===== config.mk =====
export PLATFORM = sky130hd
export DESIGN_NAME = cac_front
export DESIGN_NICKNAME = d
export VERILOG_FILES = /design/src/rtl/cac_pkg.sv /design/src/rtl/cac_front.sv
export SDC_FILE = /design/constraint.sdc
export NUM_CORES = 1
export LEC_CHECK = 0
export ABC_CLOCK_PERIOD_IN_PS = 3600
export BUFFER_PORTS_ARGS = -buffer_cell sky130_fd_sc_hd__buf_2
export CAP_MARGIN = 20
export CORE_AREA = 2 2 252 229
export CTS_CLUSTER_DIAMETER = 30
export DETAILED_ROUTE_END_ITERATION = 12
export DIE_AREA = 0 0 254 231
export GPL_ROUTABILITY_DRIVEN = 0
export PLACE_DENSITY = 0.37
export SETUP_SLACK_MARGIN = 0.4
export SLEW_MARGIN = 10
export SYNTH_ARGS = -nofsm -noshare
export SYNTH_HDL_FRONTEND = slang
export SYNTH_SLANG_ARGS = --single-unit
export TNS_END_PERCENT = 1

===== constraint.sdc =====
create_clock -name clk_i -period 3.6 [get_ports clk_i]
set_clock_uncertainty 0.15 [all_clocks]
set_input_delay 0.72 -clock clk_i [delete_from_list [all_inputs] [get_ports clk_i]]
set_output_delay 0.72 -clock clk_i [all_outputs]
set_load 0.02 [all_outputs]

===== src/rtl/cac_pkg.sv =====
// ----------------------------------------------------------------------------
// cac_pkg
// Shared types and fixed widths of the component attribute accumulator.
// ----------------------------------------------------------------------------
package cac_pkg;

  // Fixed field and record widths
  localparam int unsigned OP_W      = 2;
  localparam int unsigned ENTRY_W   = 10;
  localparam int unsigned VOXEL_W   = 10;
  localparam int unsigned SEL_W     = 3;
  localparam int unsigned COUNT_W   = 31;
  localparam int unsigned SUM_W     = 40;
  localparam int unsigned HALF_W    = 20;
  localparam int unsigned R2_W      = 52;
  localparam int unsigned SQ_W      = 82;
  localparam int unsigned TERM_W    = 64;
  localparam int unsigned OUT_W     = 62;
  localparam int unsigned DIV_STEPS = 4;

  // Inertia correction term divides the count by this constant
  localparam logic [COUNT_W-1:0] INERTIA_DIVISOR = 31'd6;

  typedef enum logic [OP_W-1:0] {
    OP_NEW   = 2'd0,
    OP_ADD   = 2'd1,
    OP_MERGE = 2'd2,
    OP_CLONE = 2'd3
  } cac_op_e;

  typedef enum logic [SEL_W-1:0] {
    SEL_AREA     = 3'd0,
    SEL_VOLUME   = 3'd1,
    SEL_DIAGONAL = 3'd2,
    SEL_INERTIA  = 3'd3,
    SEL_MEAN_X   = 3'd4,
    SEL_MEAN_Y   = 3'd5,
    SEL_MEAN_Z   = 3'd6
  } cac_sel_e;

  // Command class handed from the front to the back
  typedef struct packed {
    cac_op_e op;
    logic    reads_target;
    logic    reads_source;
  } cac_ctl_t;

  typedef enum logic [2:0] {
    B_IDLE,
    B_READ_TGT,
    B_READ_SRC,
    B_UPDATE,
    B_ATTR,
    B_WAIT
  } cac_bst_e;

  typedef enum logic [3:0] {
    A_IDLE,
    A_GEO_PROD,
    A_GEO_SUM,
    A_SQ_MUL,
    A_SQ_LAST,
    A_DIV_SQ,
    A_DIV_SIXTH,
    A_INERTIA,
    A_DIV_MEAN,
    A_DONE
  } cac_ast_e;

endpackage


===== src/rtl/cac_front.sv =====
// ----------------------------------------------------------------------------
// cac_front
// Command front: accepts commands, reduces indexes, classifies, and queues.
// ----------------------------------------------------------------------------
module cac_front #(
  parameter int unsigned ENTRY_COUNT = 1024,
  parameter int unsigned COORD_BITS  = 10
) (
  input  logic                                clk_i,
  input  logic                                rst_ni,
  input  logic                                start,
  output logic                                busy,
  input  logic [cac_pkg::OP_W-1:0]            opcode_i,
  input  logic [cac_pkg::ENTRY_W-1:0]         target_entry_i,
  input  logic [cac_pkg::ENTRY_W-1:0]         source_entry_i,
  input  logic [cac_pkg::VOXEL_W-1:0]         voxel_x_i,
  input  logic [cac_pkg::VOXEL_W-1:0]         voxel_y_i,
  input  logic [cac_pkg::VOXEL_W-1:0]         voxel_z_i,
  output logic                                cmd_valid_o,
  output cac_pkg::cac_ctl_t                   cmd_ctl_o,
  output logic [$clog2(ENTRY_COUNT)-1:0]      cmd_target_o,
  output logic [$clog2(ENTRY_COUNT)-1:0]      cmd_source_o,
  output logic [3*COORD_BITS-1:0]             cmd_voxel_o,
  output logic [2*COORD_BITS+1:0]             cmd_r2_o,
  input  logic                                cmd_pop_i
);

  localparam int unsigned IDX_W   = $clog2(ENTRY_COUNT);
  localparam int unsigned BOX_W   = 3 * COORD_BITS;
  localparam int unsigned R2V_W   = 2 * COORD_BITS + 2;
  localparam int unsigned PAY_W   = R2V_W + BOX_W + 2 * IDX_W;
  localparam int unsigned ENTRY_W = cac_pkg::ENTRY_W;

  logic [1:0]                tail_fill_q, fill_d;
  logic                      wr_q, rd_q;
  logic                      push;
  logic [PAY_W-1:0]          pay_q [2];
  cac_pkg::cac_ctl_t         ctl_q [2];
  logic [PAY_W-1:0]          pay_d;
  cac_pkg::cac_ctl_t         ctl_d;
  logic [PAY_W-1:0]          pay_out;
  logic [ENTRY_W-1:0]        tgt_rem, src_rem;
  logic [COORD_BITS-1:0]     vx, vy, vz;
  logic [R2V_W-1:0]          r2;

  assign busy = (tail_fill_q == 2'd2);
  assign push = start && !busy;

  // Reduce entry indexes modulo the table depth
  always_comb begin
    tgt_rem = target_entry_i;
    src_rem = source_entry_i;
    for (int s = ENTRY_W - 1; s >= 0; s--) begin
      if (32'(tgt_rem) >= (ENTRY_COUNT << s)) begin
        tgt_rem = tgt_rem - ENTRY_W'(ENTRY_COUNT << s);
      end
      if (32'(src_rem) >= (ENTRY_COUNT << s)) begin
        src_rem = src_rem - ENTRY_W'(ENTRY_COUNT << s);
      end
    end
  end

  // Classify the command and precompute the squared voxel radius
  assign vx = voxel_x_i[COORD_BITS-1:0];
  assign vy = voxel_y_i[COORD_BITS-1:0];
  assign vz = voxel_z_i[COORD_BITS-1:0];
  assign r2 = R2V_W'(vx) * R2V_W'(vx) + R2V_W'(vy) * R2V_W'(vy) + R2V_W'(vz) * R2V_W'(vz);

  always_comb begin
    ctl_d.op           = cac_pkg::cac_op_e'(opcode_i);
    ctl_d.reads_target = (ctl_d.op == cac_pkg::OP_ADD) || (ctl_d.op == cac_pkg::OP_MERGE);
    ctl_d.reads_source = (ctl_d.op == cac_pkg::OP_MERGE) || (ctl_d.op == cac_pkg::OP_CLONE);
    pay_d = {r2, vz, vy, vx, IDX_W'(src_rem), IDX_W'(tgt_rem)};
  end

  // Two-entry queue toward the back
  assign fill_d = tail_fill_q + 2'(push) - 2'(cmd_pop_i);

  always_ff @(posedge clk_i or negedge rst_ni) begin
    if (!rst_ni) begin
      tail_fill_q <= '0;
      wr_q        <= 1'b0;
      rd_q        <= 1'b0;
    end else begin
      tail_fill_q <= fill_d;
      wr_q        <= wr_q ^ push;
      rd_q        <= rd_q ^ cmd_pop_i;
    end
  end

  always_ff @(posedge clk_i) begin
    if (push) begin
      pay_q[wr_q] <= pay_d;
      ctl_q[wr_q] <= ctl_d;
    end
  end

  assign pay_out      = pay_q[rd_q];
  assign cmd_valid_o  = (tail_fill_q != 2'd0);
  assign cmd_ctl_o    = ctl_q[rd_q];
  assign cmd_target_o = pay_out[IDX_W-1:0];
  assign cmd_source_o = pay_out[2*IDX_W-1:IDX_W];
  assign cmd_voxel_o  = pay_out[2*IDX_W+BOX_W-1:2*IDX_W];
  assign cmd_r2_o     = pay_out[PAY_W-1:2*IDX_W+BOX_W];

endmodule


==> summary.txt <==
Outcome
  – Status: finished with violations
  – Failing checks: negative setup slack

Final layout
  – Area Overhead vs Synth: 27.9%
  – Ant diodes: 0
  – Layout cells sized above 1: 0.331
  – Layout net count: 1909
  – Most frequent cells in the layout: inv_1 (320), fa_1 (200), buf_4 (178), edfxtp_1 (152), ha_1 (112)
  – Commonest non-fill, non-tap cell in the layout: inv_1

Worst hold path
  – Hold Crit Endpoint: pay_q[0][15]
  – Hold Startpoint: source_entry_i[5]
  – Worst min path class: in -> reg
  – Hold path depth: 1

Worst setup path
  – FF-to-FF Start: tail_fill_q[1]
  – CP Class: in -> reg
  – Slowest stage delay, CP: 0.56 ns
  – Largest fanout on the critical path: 5
  – Req. time, crit path: around 3.7 ns
  – Worst path most repeated cell: fa_1
  – WP buf/inv: 7
  – Crit path cell chain: buf_4 > and2_4 > fa_1 > buf_4 > fa_2 > inv_1 > fa_2 > fa_1 > inv_1 > fa_1 > fa_2 > fa_1 > inv_1 > fa_1 > inv_2 > ha_4 > buf_4 > nand3b_1 > nor3_4 > a41oi_2 > xnor2_1
  – R2R Setup Slk: 1.45 ns
  – Crit path max-delay family: adder cells
  – Startpoint Class: primary input
  – CP max-delay cell: fa_1
  – CP Capture Type: flip-flop
  – FF-to-FF path depth: 5
  – FF-to-FF End: pay_q[0][3]
  – WP data arrival: ~6.6 ns

Synthesis
  – Post-synth EDFFs: about 150
  – Yosys cell types: 41
  – Synth Flop Type: edfxtp_1
  – Leading area contributor after synthesis: edfxtp_1
  – Post-synthesis sequential area ratio: 0.323
  – Post-Syn Nets: 1613
  – Yosys reg bits: 156
  – Post-Synthesis Cells: ~1200
  – Synthesis warning total: 0
  – Area contributors post-synth: edfxtp_1 (32%), fa_1 (30%), ha_1 (11%), inv_1 (8.6%), mux2_2 (5.9%)
  – Synth Area per Inst: roughly 12 um^2
  – Top cell type's share of synthesized area: 0.316
  – Cell Area, Synth: 0.0144 mm^2
  – FFs w/ async S/R, synth: 0.0256

Global routing
  – Vias in the first global route: 10031
  – GRT busiest layer: met2
  – Pin count of the biggest net entering global routing: 34
  – Met1 usage: 0.163
  – Met3 Usage GRT: 0.0204
  – First-pass GRT wire length: 55000 um
  – Overflow after GRT: 0
  – Met2 Track Usage GR: 0.213
  – Total track usage: 0.125
  – Antenna violations before repair: 0

Routing
  – Initial drt markers: 279
  – Detail Route Antenna Nets: 0
  – Routed WL per cell: ~15 um
  – Vias per cell: 3.95
  – DR pass1 iterations: 7
  – DR vias: 9021
  – DRC Markers: 0
  – WL final: around 34000 um

Clocking
  – CTS tree: yes
  – H-tree levels: 4
  – CTS Buffer Depth: 2
  – Clk sink count: 156
  – Clock-pin slew on the worst setup and hold paths: 0.08 ns
  – Cts bufs inserted: 17
  – Root Driver: clkbuf_16
  – Clk_lat worst skew: ~0.48 ns

Job
  – MaxCap Viol Count: 0

STA
  – RSZ-0062 raised after global routing: yes
  – Max-slew headroom: 0.571
  – Slack of the critical path: -2.90 ns
  – Fin crit period: 6.50 ns
  – Max Slew Vio Count: 0
  – Period utilization: 1.81
  – Setup violators final: 38
  – Hold_ws: 0.269 ns
  – Fmax: 154 MHz
  – Final hold viol count: 0
  – Actual slew at the worst max-slew pin: 0.643 ns

Die
  – Die ar.: 0.0587 mm^2
  – IO Count: 134
  – Initial cell density of the core: 0.257
  – Die height: 231 um
  – Core ar.: 0.0563 mm^2
  – Num rows: slightly above 80
  – Die width: 254 um

Placed design
  – Number of port buffers: 133
  – Post-DP HPWL: 28600 um
[cell usage after synthesis (8+ instances only)]
library cell  instances
inv_1               329
fa_1                216
edfxtp_1            152
ha_1                129
and2_1               83
mux2_2               76
nand2_1              67
clkbuf_1             23
xnor2_1              23
a21oi_1              20
nor2_1               12
xor2_1               11
o21ai_0               8
[logic make-up after synthesis]
group | after synthesis | share of synthesized area
buf+inv | 360 | 0.0939
compound gates | 49 | 0.0221
simple gates | 191 | 0.0691
flops | 156 | 0.323
xor+xnor | 34 | 0.0206
mux | 77 | 0.0600
fa+ha+maj | 345 | 0.411
[through the flow]
step                      utilization  cells  area [um^2]  worst slack [ns]  TNS (ns)
final                           0.328   2286        18500             -2.90    -90.32
after detailed placement        0.309   2252        17400             -3.66   -118.49
after floorplan                     -   1212        14600             -3.14    -99.91
after global placement          0.309   2252        17400             -3.64   -118.38
after CTS                       0.326   2286        18400             -2.89    -90.67
after global routing            0.328   2286        18500             -3.13    -97.57
[registers in the layout, summed over array words and instances, names as in the netlist]
name,flops
tail_fill_q,2
rd_q,1
wr_q,1
ctl_q,8
pay_q,144
[worst max path at each step]
stage / start / to / slack (ns) / cells after the start
finish: voxel_z_i[2] / pay_q[0][71] / -2.90 / 21
global route: voxel_x_i[3] / pay_q[1][67] / -3.13 / 22
CTS: voxel_x_i[3] / pay_q[1][67] / -2.89 / 22
detailed placement: voxel_x_i[4] / pay_q[0][67] / -3.66 / 22
global placement: voxel_z_i[5] / pay_q[0][69] / -3.64 / 23
floorplan: voxel_x_i[8] / pay_q[0][67] / -3.14 / 22
[worst register-to-register path, stage by stage (launching register included)]
cell and delay (ns):
dfrtp_1 0.40, nand2b_1 0.09, nand2_1 0.07, inv_1 0.14
ha_4 0.56, buf_4 0.42
[routing by layer]
metal,vias to the layer above,wire [um],share of wire
met5,-,0,0
met4,0,480,0.014
met3,23,803,0.024
met2,83,17300,0.51
met1,4569,15400,0.45
li1,4346,-,-
[area by class of cell]
cell class | count | area [um^2]
multi-input combinational | 696 | 8850
clock buffer | 17 | 425
tap | 765 | 957
clock inverter | 15 | 181
sequential | 156 | 4670
inverter | 329 | 1230
timing repair buffer | 308 | 2140
fill | 5807 | 37800
[repair_timing]
item                                    4_1_cts  5_1_grt
resized for setup                            97       16
hold buffers                                  1        0
endpoints found under the setup margin       85       38
buffers inserted                              1        0
pin swaps                                    59       13
hold endpoints to repair                      4        0
Power is not shown: default switching activity piles up to over one toggle a cycle in this logic, so the estimate is an artifact.
